`config.mk`:
```
export PLATFORM = sky130hd
export DESIGN_NAME = rwp_seq
export DESIGN_NICKNAME = d
export VERILOG_FILES = /design/src/rtl/rwp_pkg.sv /design/src/rtl/rwp_seq.sv
export SDC_FILE = /design/constraint.sdc
export NUM_CORES = 1
export LEC_CHECK = 0
export BUFFER_PORTS_ARGS = -buffer_cell sky130_fd_sc_hd__buf_2
export CAP_MARGIN = 20
export CORE_AREA = 2 2 240 242
export CTS_CLUSTER_DIAMETER = 150
export DETAILED_ROUTE_END_ITERATION = 10
export DIE_AREA = 0 0 242 244
export GPL_ROUTABILITY_DRIVEN = 0
export PLACE_DENSITY = 0.53
export SKIP_CTS_REPAIR_TIMING = 1
export SLEW_MARGIN = 15
export SYNTH_ARGS = -nofsm -noshare
export SYNTH_HDL_FRONTEND = slang
export SYNTH_SLANG_ARGS = --single-unit
```
`constraint.sdc`:
```
create_clock -name clock -period 6.4 [get_ports clock]
set_input_delay 1.28 -clock clock [delete_from_list [all_inputs] [get_ports clock]]
set_output_delay 1.28 -clock clock [all_outputs]
set_load 0.005 [all_outputs]
```
`src/rtl/rwp_pkg.sv`:
```
// Types and constants of the rolling window percentile block.
`default_nettype none

package rwp_pkg;

   localparam int WinDepth = 64;
   localparam int AddrW    = $clog2(WinDepth);
   localparam int CntW     = $clog2(WinDepth + 1);
   localparam int SampleW  = 64;
   localparam int FracW    = 17;
   localparam int FracBits = 16;
   localparam int ProdW    = FracW + CntW;
   localparam int RankW    = ProdW - FracBits;

   localparam logic OpPush  = 1'b0;
   localparam logic OpQuery = 1'b1;

   typedef struct packed {
      logic               opcode;
      logic [SampleW-1:0] sample_value;
      logic [FracW-1:0]   rank_fraction;
   } req_item_type;

   typedef struct packed {
      logic [SampleW-1:0] selected_value;
      logic [CntW-1:0]    live_entries;
      logic               window_full;
   } rsp_item_type;

   typedef struct packed {
      logic               we;
      logic [AddrW-1:0]   waddr;
      logic [SampleW-1:0] wdata;
      logic               re;
      logic [AddrW-1:0]   raddr;
   } ram_cmd_type;

   typedef struct packed {
      logic         valid;
      rsp_item_type item;
   } seq_res_type;

endpackage

`default_nettype wire

```
`src/rtl/rwp_seq.sv`:
```
// Sequencer: maintains the arrival ring and the sorted copy, answers rank queries.
`default_nettype none

module rwp_seq import rwp_pkg::*; (
   input  wire logic               clock,
   input  wire logic               reset,
   input  wire logic               req_valid,
   output logic                    req_stall,
   input  wire req_item_type       req_item,
   output ram_cmd_type             ring_cmd,
   input  wire logic [SampleW-1:0] ring_rdata,
   output ram_cmd_type             sort_cmd,
   input  wire logic [SampleW-1:0] sort_rdata,
   output seq_res_type             res,
   input  wire logic               res_take
);

   typedef enum logic [3:0] {
      ST_IDLE,
      ST_EVICT,
      ST_DEL,
      ST_INS,
      ST_INS_LAST,
      ST_FIN,
      ST_Q_MUL,
      ST_Q_RANK,
      ST_Q_RD,
      ST_Q_OUT
   } state_type;

   state_type          state_ff, state_in;
   logic [AddrW-1:0]   wpos_ff, wpos_in;
   logic [CntW-1:0]    count_ff, count_in;
   logic [AddrW-1:0]   rd_ff, rd_in;
   logic               rd_go_ff, rd_go_in;
   logic [AddrW-1:0]   pj_ff, pj_in;
   logic               dv_ff, dv_in;
   logic               rm_ff, rm_in;
   logic [SampleW-1:0] val_ff, val_in;
   logic [SampleW-1:0] old_ff, old_in;
   logic [SampleW-1:0] sel_ff, sel_in;
   logic [FracW-1:0]   frac_ff, frac_in;
   logic [ProdW-1:0]   prod_ff, prod_in;

   logic               full_w;
   logic [CntW-1:0]    top_w;
   logic [RankW-1:0]   rank_w;
   logic [CntW-1:0]    rank_sel;

   assign full_w    = (count_ff == CntW'(WinDepth));
   assign top_w     = count_ff - CntW'(1);
   assign rank_w    = prod_ff[ProdW-1:FracBits];
   assign rank_sel  = (rank_w > RankW'(top_w)) ? top_w : rank_w[CntW-1:0];
   assign req_stall = reset || (state_ff != ST_IDLE);

   assign res.valid               = (state_ff == ST_Q_OUT);
   assign res.item.selected_value = sel_ff;
   assign res.item.live_entries   = count_ff;
   assign res.item.window_full    = full_w;

   always_comb begin
      state_in = state_ff;
      wpos_in  = wpos_ff;
      count_in = count_ff;
      rd_in    = rd_ff;
      rd_go_in = rd_go_ff;
      pj_in    = pj_ff;
      dv_in    = 1'b0;
      rm_in    = rm_ff;
      val_in   = val_ff;
      old_in   = old_ff;
      sel_in   = sel_ff;
      frac_in  = frac_ff;
      prod_in  = prod_ff;
      ring_cmd = '0;
      sort_cmd = '0;

      case (state_ff)
         ST_IDLE: begin
            // oldest slot is read ahead so it is ready if the window is full
            ring_cmd.re    = 1'b1;
            ring_cmd.raddr = wpos_ff;
            if (req_valid) begin
               val_in  = req_item.sample_value;
               frac_in = req_item.rank_fraction;
               if (req_item.opcode == OpPush) begin
                  state_in = ST_EVICT;
               end else begin
                  state_in = ST_Q_MUL;
               end
            end
         end

         ST_EVICT: begin
            old_in         = ring_rdata;
            ring_cmd.we    = 1'b1;
            ring_cmd.waddr = wpos_ff;
            ring_cmd.wdata = val_ff;
            rm_in          = 1'b0;
            if (full_w) begin
               rd_in    = '0;
               rd_go_in = 1'b1;
               state_in = ST_DEL;
            end else if (count_ff == '0) begin
               state_in = ST_INS_LAST;
            end else begin
               rd_in    = top_w[AddrW-1:0];
               rd_go_in = 1'b1;
               state_in = ST_INS;
            end
         end

         // upward pass: drop one copy of the evicted sample, close the gap
         ST_DEL: begin
            if (rd_go_ff) begin
               sort_cmd.re    = 1'b1;
               sort_cmd.raddr = rd_ff;
               pj_in          = rd_ff;
               dv_in          = 1'b1;
               if (rd_ff == AddrW'(WinDepth - 1)) begin
                  rd_go_in = 1'b0;
               end else begin
                  rd_in = rd_ff + AddrW'(1);
               end
            end
            if (dv_ff) begin
               if (rm_ff) begin
                  sort_cmd.we    = 1'b1;
                  sort_cmd.waddr = pj_ff - AddrW'(1);
                  sort_cmd.wdata = sort_rdata;
               end else if (sort_rdata == old_ff) begin
                  rm_in = 1'b1;
               end
               if (pj_ff == AddrW'(WinDepth - 1)) begin
                  rd_in    = AddrW'(WinDepth - 2);
                  rd_go_in = 1'b1;
                  dv_in    = 1'b0;
                  state_in = ST_INS;
               end
            end
         end

         // downward pass: shift larger entries up one, drop the new sample in
         ST_INS: begin
            if (rd_go_ff) begin
               sort_cmd.re    = 1'b1;
               sort_cmd.raddr = rd_ff;
               pj_in          = rd_ff;
               dv_in          = 1'b1;
               if (rd_ff == '0) begin
                  rd_go_in = 1'b0;
               end else begin
                  rd_in = rd_ff - AddrW'(1);
               end
            end
            if (dv_ff) begin
               sort_cmd.we    = 1'b1;
               sort_cmd.waddr = pj_ff + AddrW'(1);
               if (sort_rdata > val_ff) begin
                  sort_cmd.wdata = sort_rdata;
                  if (pj_ff == '0) begin
                     rd_go_in = 1'b0;
                     state_in = ST_INS_LAST;
                  end
               end else begin
                  sort_cmd.wdata = val_ff;
                  rd_go_in       = 1'b0;
                  state_in       = ST_FIN;
               end
            end
         end

         ST_INS_LAST: begin
            sort_cmd.we    = 1'b1;
            sort_cmd.waddr = '0;
            sort_cmd.wdata = val_ff;
            state_in       = ST_FIN;
         end

         ST_FIN: begin
            if (!full_w) begin
               count_in = count_ff + CntW'(1);
            end
            if (wpos_ff == AddrW'(WinDepth - 1)) begin
               wpos_in = '0;
            end else begin
               wpos_in = wpos_ff + AddrW'(1);
            end
            state_in = ST_IDLE;
         end

         ST_Q_MUL: begin
            prod_in = ProdW'(frac_ff) * ProdW'(top_w);
            if (count_ff == '0) begin
               sel_in   = '0;
               state_in = ST_Q_OUT;
            end else begin
               state_in = ST_Q_RANK;
            end
         end

         ST_Q_RANK: begin
            sort_cmd.re    = 1'b1;
            sort_cmd.raddr = rank_sel[AddrW-1:0];
            state_in       = ST_Q_RD;
         end

         ST_Q_RD: begin
            sel_in   = sort_rdata;
            state_in = ST_Q_OUT;
         end

         ST_Q_OUT: begin
            if (res_take) begin
               state_in = ST_IDLE;
            end
         end

         default: begin
            state_in = ST_IDLE;
         end
      endcase
   end

   always_ff @(posedge clock) begin
      if (reset) begin
         state_ff <= ST_IDLE;
         wpos_ff  <= '0;
         count_ff <= '0;
         rd_go_ff <= 1'b0;
         dv_ff    <= 1'b0;
         rm_ff    <= 1'b0;
      end else begin
         state_ff <= state_in;
         wpos_ff  <= wpos_in;
         count_ff <= count_in;
         rd_go_ff <= rd_go_in;
         dv_ff    <= dv_in;
         rm_ff    <= rm_in;
      end
      rd_ff   <= rd_in;
      pj_ff   <= pj_in;
      val_ff  <= val_in;
      old_ff  <= old_in;
      sel_ff  <= sel_in;
      frac_ff <= frac_in;
      prod_ff <= prod_in;
   end

endmodule

`default_nettype wire

```
-- Word level (Yosys, flattened, before mapping)
Cells that the tools add are included.
- register bits: 265
- input bits: 214
- output and inout port bits: 230
- logic and storage cells: 120
- add/subtract/negate cells: 7
- multipliers: 1
- order comparisons: 2
- eq/ne operators: 24
- muxes and demuxes: 54
- bitwise gates (word level): 1
- reductions and logical operators: 18
- operators by type and width (kind ; number):
    71-bit two-way mux ; 4
    71-bit case mux with 3 select lines ; 1
    64-bit two-way mux ; 2
    64-bit case mux with 2 select lines ; 1
    64-bit == test ; 1
    64-bit > comparator ; 1
    6-bit two-way mux ; 10
    4-bit case mux with 9 select lines ; 1
    4-bit two-way mux ; 8
    17-bit by 7-bit multiplier with 24-bit output ; 1
    6-bit by 1-bit adder with 6-bit output, second input constant ; 3
    6-bit == test, second input constant ; 3
    6-bit case mux with 3 select lines ; 1
    1-bit two-way mux ; 17
    4-bit by 3-bit == test with 1-bit output, second input constant ; 4
    7-bit two-way mux ; 2
    2-bit inequality test, second input constant ; 7
    7-bit case mux with 2 select lines ; 1
    6-bit zero test ; 2
    2-bit AND reduction ; 6
    6-bit by 1-bit subtractor with 6-bit output, second input constant ; 2
    3-bit two-way mux ; 3
    4-bit by 2-bit == test with 1-bit output, second input constant ; 2
    4-bit == test, second input constant ; 2
    other kinds (19) ; 22

-- Longest topological paths before layout
Gate-level depths: netlist of run 1.
- depth in word-level cells: 7
- depth in mapped cells: 24
- depth with buffers taken out: 22

-- Worst setup path before layout of run 1
No wires, ideal clock.
- path kind: reg2out
- from: register state_ff[3]
- to: output ring_cmd[71] in the netlist's numbering
- arrival time: 5809 ps
- required time: 5120 ps
- path slack: -689 ps
- cell stages (with the launch flop): 4
- buffers on the path: 1
- cell sequence: dfxtp_1 clkbuf_1 nor3_1 and2_1
- RTL lines (item ; line ; text):
    start, declared ; rwp_seq.sv:31 ; state_type state_ff, state_in;
    start signal, assigned ; rwp_seq.sv:234 ; state_ff <= state_in;
    end, declared ; rwp_seq.sv:10 ; output ram_cmd_type ring_cmd,

==> results.json, run 1 <==
{
  "clk_latency_ps": 600,
  "initial_core_util_pct": 28.99,
  "fin_area_um2": 20440,
  "fin_crit_ps": 6183,
  "ys_types": 62,
  "muxShareOfSynthArea_pct": 0.6148,
  "dp_cells": 2637,
  "worst_slew_pin_slew_ps": 1073,
  "final_cells": 2704,
  "power.density_nw_per_um2": 593.1,
  "grt_max_degree": 79,
  "crit_buf_inv": 3,
  "antenna_found_initial": 13,
  "setup_viol": 0,
  "reg2reg_slack_ps": 370,
  "clock_path_buffers": 3,
  "start_kind": "primary input",
  "status": "complete, no violations",
  "path_cells": "buf_2 -> ha_1 -> nand4_2 -> nor4_2 -> nand3_1 -> nor4_4 -> a22oi_1 -> a22oi_2 -> a21o_2 -> buf_6 -> a22o_1 -> buf_2",
  "cp.arrival_ps": 4900,
  "io_pins": 444,
  "fp.dieArea_um2": 59050,
  "gr-total-overflow": 0,
  "synth-adder-area-share_pct": 18.28,
  "critical_path_required_ps": 5120,
  "cts_sinks": 249,
  "synth_edf_count": 229,
  "core_um2": 56170,
  "fmax_mhz": 161.7,
  "synth_ff_type": "edfxtp_1",
  "die_h_um": 244,
  "maxSlewViolCount": 0,
  "track_usage_pct": 20.10,
  "first_global_vias": 13220,
  "crit_top_cell": "buf_2",
  "drv_cap": 0,
  "clkSlewWorstSetupHoldPaths_ps": 50,
  "drtPass1Iterations": 5,
  "hold_viol_final": 0,
  "syn_area_um2": 16280,
  "cp_num_cells": 12,
  "peakVddDrop_v": 0.0007213,
  "syn_avg_cell_area_um2": 11.05,
  "synth_compound_area_share_pct": 9.468,
  "cp_max_fo": 64,
  "leakagePower_nw": 9.231,
  "area.growth.synth_to_final_pct": 25.52,
  "final_nets": 2322,
  "die_x_um": 242,
  "initialDrtViolationCount": 877,
  "root_buffer": "clkbuf_16",
  "dpl.hpwl_mm": 48.09,
  "setup_tns_ps": 0,
  "cts_buffers": 31,
  "path_class": "in2out",
  "max_stage_delay_ps": 460,
  "drive_above_1_share_pct": 28.08,
  "avgRoutedWirePerCell_um": 22.80,
  "hold_class": "reg2reg",
  "cts_tree": "yes",
  "synthSimpleGateAreaFrac_pct": 16.06,
  "crit_family": "simple AND/OR/NAND/NOR gates",
  "grt_pass1_wl_mm": 89.20,
  "placed_cell_area_um2": 19470,
  "synthTopCellsByArea": "edfxtp_1 42%, ha_1 9.3%, fa_1 9.0%",
  "vias": 13250,
  "port_buffers": 443,
  "routed_via_density": 4.901,
  "drc_errors": 0,
  "rows": 87,
  "synth_top_family_by_area": "adder cells",
  "ant_nets": 0,
  "endpoint_kind": "primary output",
  "synth_top_area_share_pct": 42.24,
  "ys_seq_area_share_pct": 44.70,
  "yosys.area.top_type": "edfxtp_1",
  "hold_end": "count_ff[5]$_SDFFE_PP0P_",
  "synth-async-reset-ratio_pct": 0,
  "synth-xor-area-share_pct": 4.895,
  "synthCells": 1473,
  "fin_worst_skew_ps": 21.85,
  "fin_crit_sh_pct": 96.61,
  "regToRegStartpoint": "count_ff[2]$_SDFFE_PP0P_",
  "slew_headroom_pct": 28.48,
  "ys_ff_latch": 249,
  "htree_levels": 1,
  "finalWirelength_mm": 61.66,
  "whs_path_depth": 2,
  "synth_nets": 1881,
  "worst_r2r_endpoint": "prod_ff[22]$_DFFE_PN_",
  "yosys_warnings": 0,
  "holdCritStartpoint": "count_ff[5]$_SDFFE_PP0P_",
  "slowest_stage": "a22oi_2",
  "rsz0062_at_grt": "false",
  "rr_worst_depth": 20
}
[metrics by stage]
| step | total power [mW] | hold WS [ps] | utilization (%) | worst slack (ps) |
|---|---|---|---|---|
| after floorplan | 8.290 | 424.4 | - | 30.61 |
| after global placement | 10.37 | 538.8 | 34.66 | -65.07 |
| after detailed placement | 10.54 | 554.1 | 34.66 | -14.59 |
| after CTS | 12.27 | 563.8 | 36.31 | -20.48 |
| after global routing | 13.48 | 631.6 | 36.36 | 6.650 |
| final | 12.12 | 562.8 | 36.38 | 216.7 |
[worst reg2reg max path: stages (launching register included)]
cell	delay, ps
dfxtp_1	380
nor3_1	220
nor3b_1	270
xor2_1	170
buf_4	150
and2_1	150
fa_1	440
fa_1	530
fa_1	540
inv_1	50
fa_1	530
inv_1	50
ha_1	330
a2111oi_1	400
o221ai_1	190
and3_1	260
o311ai_2	370
o22ai_1	180
or2_2	320
a21oi_1	180
xnor2_1	80
[worst max path at each step]
stage	startpoint	end	slack, ps
5_1_grt	count_ff[2]$_SDFFE_PP0P_	prod_ff[22]$_DFFE_PN_	7
4_1_cts	sort_rdata[60]	sort_cmd[43]	-20
6_report	sort_rdata[60]	sort_cmd[9]	220
3_3_place_gp	sort_rdata[51]	sort_cmd[43]	-70
2_1_floorplan	count_ff[0]$_SDFFE_PP0P_	prod_ff[22]$_DFFE_PN_	30
3_5_place_dp	sort_rdata[60]	sort_cmd[43]	-10
[cells in the mapped netlist (all sizes together) (19+ instances only)]
library cell and number:
clkbuf 53, nor2b 37, buf 19, nand4 34
xor2 47, a21oi 51, and2 131, o21ai 33
a22o 66, nor4 78, dfxtp 20, xnor2 44
inv 173, nor2 48, edfxtp 229, ha 121
nand2 78, fa 73, nor3 21
[kinds of logic (layout without fill, tap and decap cells)]
| kind of cell | after synthesis | count (layout) |
|---|---|---|
| other cells | 0 | 11 |
| compound gates | 216 | 216 |
| xor+xnor | 91 | 91 |
| buf+inv | 245 | 709 |
| fa+ha+maj | 194 | 194 |
| mux | 10 | 10 |
| simple gates | 468 | 468 |
| flops | 249 | 249 |
[cell type report]
cell class / count / area (µm²)
diodes: 11 / 27.53
clock inverters: 19 / 131.4
inverters: 173 / 650.6
well taps: 756 / 945.9
flip-flops and latches: 249 / 7284
multi-input cells: 979 / 8087
clock buffers: 37 / 798.3
fillers: 5707 / 35730
repair buffers: 480 / 2511
[flip-flops by register name, indices dropped and copies added, names as in the netlist]
name	cells
wpos_ff	6
rd_ff	6
state_ff	4
old_ff	64
count_ff	7
pj_ff	6
dv_ff	1
val_ff	64
frac_ff	17
rd_go_ff	1
prod_ff	8
rm_ff	1
sel_ff	64
[layout by cell type (no fill, tap or decap), drive strengths merged, types with 16 or more instances in the layout]
| master | n |
|---|---|
| clkbuf | 37 |
| nor2 | 48 |
| nor4 | 78 |
| a22o | 66 |
| fa | 73 |
| xor2 | 47 |
| dfxtp | 20 |
| xnor2 | 44 |
| nor2b | 37 |
| edfxtp | 229 |
| clkinv | 16 |
| ha | 121 |
| o21ai | 33 |
| inv | 174 |
| a21oi | 51 |
| nand2 | 78 |
| nor3 | 21 |
| a21o | 16 |
| nand4 | 34 |
| and2 | 131 |
| buf | 480 |
[layer usage]
metal | global-route usage [%] | vias up | routed length, µm
met5 | 0 | - | 45
met4 | 6.173 | 6 | 1810
met3 | 3.424 | 84 | 3667
met2 | 35.90 | 529 | 31280
met1 | 24.72 | 6514 | 24850
li1 | - | 6118 | -
[where the power goes]
part | total [mW] | internal [mW] | leakage (nW) | switching (mW)
clock | 1.65 | 0.926 | 0.458 | 0.727
combinational | 7.71 | 3.39 | 6.50 | 4.32
sequential | 2.76 | 2.44 | 2.27 | 0.315
total | 12.1 | 6.76 | 9.23 | 5.36
Note: power is estimated with default switching activity, not from simulation.
==> inputs of run 2 (changes only) <==
--- a/config.mk
+++ b/config.mk
@@ -13,6 +13,7 @@
 export DIE_AREA = 0 0 242 244
 export GPL_ROUTABILITY_DRIVEN = 0
 export PLACE_DENSITY = 0.53
+export REMOVE_ABC_BUFFERS = 1
 export SKIP_CTS_REPAIR_TIMING = 1
 export SLEW_MARGIN = 15
 export SYNTH_ARGS = -nofsm -noshare
==> run 2 against run 1 <==
Compared with the run above:
- global-route usage increased by 0.31 points
- combinational power is 4.5% higher
- largest power group unchanged
- largest cell class unchanged
- count of clock-buffer cells in the layout rose by 11
- critical endpoint is now prod_ff[22]$_DFFE_PN_
- wire length up 0.49%
- die area is the same
- first-iteration DRC count decreased by 9.4%
- sequential share of layout area fell by 0.34 points
- critical path depth up 7
- fmax grew 1.6%
==> results.json, run 2 (synthesized netlist as in run 1, its figures left out) <==
{
  "grt_max_degree": 74,
  "drtPass1Iterations": 7,
  "track_usage_pct": 20.41,
  "holdCritStartpoint": "wpos_ff[1]$_SDFFE_PP0N_",
  "dpl_worst_slack_ps": -84.63,
  "rr_worst_depth": 19,
  "setup_tns_ps": 0,
  "peakVddDrop_v": 0.0005436,
  "cts_buffers": 35,
  "fin_area_um2": 20630,
  "slew_headroom_pct": 31.41,
  "hold_class": "reg2reg",
  "max_stage_delay_ps": 560,
  "clk_latency_ps": 550,
  "start_kind": "register",
  "regToRegStartpoint": "count_ff[0]$_SDFFE_PP0P_",
  "path_cells": "nor3_1 -> nor3b_2 -> xor2_1 -> and2_1 -> fa_1 -> fa_1 -> fa_1 -> inv_1 -> fa_1 -> inv_1 -> ha_1 -> a2111oi_2 -> o221ai_1 -> and3_1 -> o311ai_4 -> o22ai_1 -> or2_2 -> a21oi_1 -> xnor2_1",
  "leakagePower_nw": 9.325,
  "cts_sinks": 249,
  "whs_ps": 574.8,
  "dpl.hpwl_mm": 48.03,
  "rsz0062_at_grt": "false",
  "setup_viol": 0,
  "rows": 87,
  "crit_top_cell": "fa_1",
  "status": "complete, no violations",
  "initial_core_util_pct": 28.99,
  "clock_path_buffers": 3,
  "die_x_um": 242,
  "power.density_nw_per_um2": 612.1,
  "fin_worst_skew_ps": 23.81,
  "most-common-layout-cells": "443 x buf_2, 229 x edfxtp_1, 172 x inv_1",
  "clkSlewWorstSetupHoldPaths_ps": 50,
  "grt_pass1_wl_mm": 90.33,
  "cts_tree": "yes",
  "vias": 13480,
  "path_class": "reg2reg",
  "die_h_um": 244,
  "finalWirelength_mm": 61.96,
  "drc_errors": 0,
  "gr-total-overflow": 0,
  "core_um2": 56170,
  "crit_family": "adder cells",
  "endpoint_kind": "register",
  "top_regs": "old_ff x64, sel_ff x64, val_ff x64",
  "htree_levels": 2,
  "whs_path_depth": 2,
  "io_pins": 444,
  "area.growth.synth_to_final_pct": 26.74,
  "final_nets": 2325,
  "drv_cap": 0,
  "startpoint": "count_ff[0]$_SDFFE_PP0P_",
  "maxSlewViolCount": 0,
  "setup_ws_ps": 311.8,
  "drive_above_1_share_pct": 28.20,
  "placed_cell_area_um2": 19460,
  "fin_crit_sh_pct": 95.13,
  "initialDrtViolationCount": 795,
  "ant_nets": 0,
  "antenna_found_initial": 19,
  "fp.dieArea_um2": 59050,
  "first_global_vias": 13580,
  "final_common_cell": "buf_2",
  "fillers": 5689,
  "cp_num_cells": 19,
  "cp.arrival_ps": 6380,
  "hold_viol_final": 0,
  "fin_crit_ps": 6088,
  "slowest_stage": "fa_1",
  "fmax_mhz": 164.3,
  "routed_via_density": 4.972,
  "critical_path_required_ps": 6690,
  "avgRoutedWirePerCell_um": 22.85,
  "crit_buf_inv": 2,
  "cp_max_fo": 4,
  "worst_slew_pin_slew_ps": 1029,
  "root_buffer": "clkbuf_16",
  "port_buffers": 443
}
## run 2: cell count changes in the layout (fill, tap and decap cells not counted), moves of 2 or more
| cell | delta |
|---|---|
| clkbuf_16 | +5 |
| clkinv_2 | -5 |
| clkbuf_1 | +4 |
| buf_12 | +2 |
| buf_4 | -2 |
| clkbuf_8 | +2 |
| clkinv_1 | -2 |
| inv_4 | +2 |
## run 2: worst paths after layout
path,endpoint,slack [ps]
setup / recovery,prod_ff[22]$_DFFE_PN_,310
hold / removal,wpos_ff[1]$_SDFFE_PP0N_,570
setup reg to reg,prod_ff[22]$_DFFE_PN_,310
hold reg to reg,wpos_ff[1]$_SDFFE_PP0N_,570
## run 2: final cells by class
cell class | instances | area [µm²] | share of cell area [%]
antenna | 12 | 30.03 | 0.1455
inverter | 173 | 650.6 | 3.153
timing repair buffer | 479 | 2525 | 12.24
multi-input combinational | 979 | 8094 | 39.23
clock buffer | 48 | 965.9 | 4.681
clock inverter | 15 | 138.9 | 0.6731
sequential | 249 | 7284 | 35.30
tap | 756 | 945.9 | 4.584
## run 2: metrics by stage
stage / total power [mW] / cells / utilization, %
2_1_floorplan: 8.258 / 1401 / -
3_3_place_gp: 10.35 / 2635 / 34.65
3_5_place_dp: 10.59 / 2635 / 34.65
4_1_cts: 12.56 / 2698 / 36.62
5_1_grt: 13.97 / 2710 / 36.73
6_report: 12.63 / 2711 / 36.74
## run 2: metal layers
| metal | track usage [%] | vias up | wire length (µm) |
|---|---|---|---|
| met2 | 35.42 | 628 | 30540 |
| met4 | 6.627 | 12 | 1698 |
| met1 | 25.19 | 6612 | 24670 |
| li1 | - | 6116 | - |
| met3 | 4.445 | 110 | 4972 |
| met5 | 0 | - | 76 |
## run 2: report_power, final
part	switching [mW]	internal (mW)	leakage [nW]
clock network	0.773	1.11	0.537
logic	4.61	3.44	6.52
registers	0.248	2.45	2.27
total	5.63	7.00	9.33
## run 2: worst register-to-register path: cells and delay by family (launching register included)
kind | cells | cell delay (ps)
AO/OA/AOI/OAI | 5 | 1260
flip-flops | 1 | 340
buffers and inverters | 2 | 110
XOR/XNOR | 2 | 370
AND/OR/NAND/NOR | 5 | 1320
adder cells (fa/ha/maj) | 5 | 2430
==> inputs of run 3 (changes only) <==
--- a/config.mk
+++ b/config.mk
@@ -13,6 +13,7 @@
 export DIE_AREA = 0 0 242 244
 export GPL_ROUTABILITY_DRIVEN = 0
 export PLACE_DENSITY = 0.53
+export RECOVER_POWER = 50
 export REMOVE_ABC_BUFFERS = 1
 export SKIP_CTS_REPAIR_TIMING = 1
 export SLEW_MARGIN = 15
==> run 3 against run 2 <==
Compared with the run above:
- the run now ends with max-capacitance violations, max-slew violations left
- count of clock-buffer cells in the layout stayed put
- global-route usage did not move
- worst setup slack got worse by 54 ps
- register-to-register slack barely moved
- clock power barely moved
- combinational power hardly changed
- largest cell class unchanged
- highest routed layer unchanged
==> results.json, run 3 (synthesized netlist as in run 1, its figures left out) <==
{
  "status": "finished, violations left",
  "violations": "max-capacitance violations, max-slew violations",
  "clkSlewWorstSetupHoldPaths_ps": 60,
  "drive_above_1_share_pct": 24.96,
  "maxSlewViolCount": 113,
  "finish.utilization_pct": 36.56,
  "track_usage_pct": 20.41,
  "gr-total-overflow": 0,
  "grtUsageMet2_pct": 35.42,
  "htree_levels": 2,
  "port_buffers": 443,
  "antenna_found_initial": 18,
  "ant_nets": 0,
  "p_sw_mw": 5.631,
  "slew_headroom_pct": -92.22,
  "first_global_vias": 13580,
  "p_clk_share_pct": 14.9,
  "path_class": "reg2out",
  "die_x_um": 242,
  "placed_cell_area_um2": 19460,
  "clock_path_buffers": 3,
  "setup_ws_ps": 257.5,
  "drc_errors": 0,
  "critical_path_required_ps": 5120,
  "fin_crit_ps": 6142,
  "grt_max_degree": 74,
  "swShare_pct": 44.64,
  "intPower_mw": 6.984,
  "fin_worst_skew_ps": 24.07,
  "hold_class": "reg2reg",
  "fmax_mhz": 162.8,
  "leakagePower_nw": 9.137,
  "grtUsageMet3_pct": 4.445,
  "grt_util_met1_pct": 25.19,
  "setup_tns_ps": 0,
  "avgRoutedWirePerCell_um": 22.85,
  "top_regs": "old_ff x64, sel_ff x64, val_ff x64",
  "cts_buffers": 35,
  "grt-busiest-layer": "met2",
  "regToRegStartpoint": "count_ff[0]$_SDFFE_PP0P_",
  "die_h_um": 244,
  "dp_cells": 2635,
  "most-common-layout-cells": "388 x buf_2, 229 x edfxtp_1, 172 x inv_1",
  "drtPass1Iterations": 5,
  "peakVddDrop_v": 0.0005424,
  "clk_latency_ps": 550,
  "rsz0062_at_grt": "false",
  "area.growth.synth_to_final_pct": 26.14,
  "power.density_nw_per_um2": 614.3,
  "fin_area_um2": 20540,
  "vias": 13490,
  "initial_core_util_pct": 28.99,
  "endpoint_kind": "primary output",
  "final_common_cell": "buf_2",
  "start_kind": "register",
  "fin_crit_sh_pct": 95.98,
  "rows": 87,
  "finalWirelength_mm": 61.98,
  "dpl_worst_slack_ps": -84.63,
  "grt_pass1_wl_mm": 90.33,
  "fp.dieArea_um2": 59050,
  "drv_cap": 2,
  "io_pins": 444,
  "worst_slew_pin_slew_ps": 2883,
  "final_cells": 2712,
  "setup_viol": 0,
  "initialDrtViolationCount": 746,
  "comb_power_share_pct": 63.7,
  "cp_max_fo": 56,
  "routed_via_density": 4.972,
  "cts_sinks": 249,
  "p_seq_share_pct": 21.3,
  "cts_tree": "yes",
  "dpl.hpwl_mm": 48.03,
  "cp.arrival_ps": 4860,
  "hold_viol_final": 0,
  "holdCritStartpoint": "wpos_ff[1]$_SDFFE_PP0N_",
  "core_um2": 56170,
  "startpoint": "state_ff[2]$_SDFFE_PP0P_",
  "root_buffer": "clkbuf_16",
  "final_nets": 2325
}
run 3: cell types whose count changed in the layout (fill, tap and decap cells not counted), moves of 2 or more:
cell and delta:
and2_1 -12, buf_2 -55, buf_4 -5, nor3_2 -2, nor3_1 +2, buf_1 +2
clkbuf_1 +58, and2_0 +12
run 3: stage by stage:
| step | hold slack (ps) | total power [mW] |
|---|---|---|
| after floorplan | 506.1 | 8.258 |
| after global placement | 549.0 | 10.35 |
| after detailed placement | 559.1 | 10.59 |
| after CTS | 572.2 | 12.56 |
| after global routing | 639.3 | 13.95 |
| final | 576.0 | 12.61 |
run 3: final timing paths:
| check | endpoint | slack [ps] | cells past startpoint |
|---|---|---|---|
| setup reg to reg | prod_ff[22]$_DFFE_PN_ | 310 | 19 |
| hold reg to reg | wpos_ff[1]$_SDFFE_PP0N_ | 580 | 2 |
| setup / recovery | ring_cmd[77] | 260 | 4 |
| hold / removal | wpos_ff[1]$_SDFFE_PP0N_ | 580 | 2 |
run 3: per-layer routing:
layer	vias to the layer above	share of wire, %
li1	6114	-
met1	6648	41
met2	605	49
met3	108	7.6
met4	10	2.9
met5	-	0.11
run 3: power by group through the flow:
stage          clock, mW  sequential (mW)  combinational, mW
6_report            1.88             2.69               8.04
5_1_grt             2.00             2.73               9.23
4_1_cts             1.93             2.69               7.94
3_5_place_dp           0             2.72               7.87
3_3_place_gp           0             2.71               7.64
2_1_floorplan          0             2.71               5.55
run 3: critical path, stage by stage, from the launching register on:
cell and delay [ps]:
dfxtp_1 1190, clkbuf_1 2050, nor3_1 250, buf_4 500, buf_2 270
run 3: layout make-up:
cell class	count	area [µm²]
Timing Repair Buffer	479	2437
Clock inverter	15	138.9
Tap cell	756	945.9
Antenna cell	13	32.53
Multi-Input combinational cell	979	8084
Sequential cell	249	7281
Inverter	173	650.6
Fill cell	5723	35630
Clock buffer	48	965.9
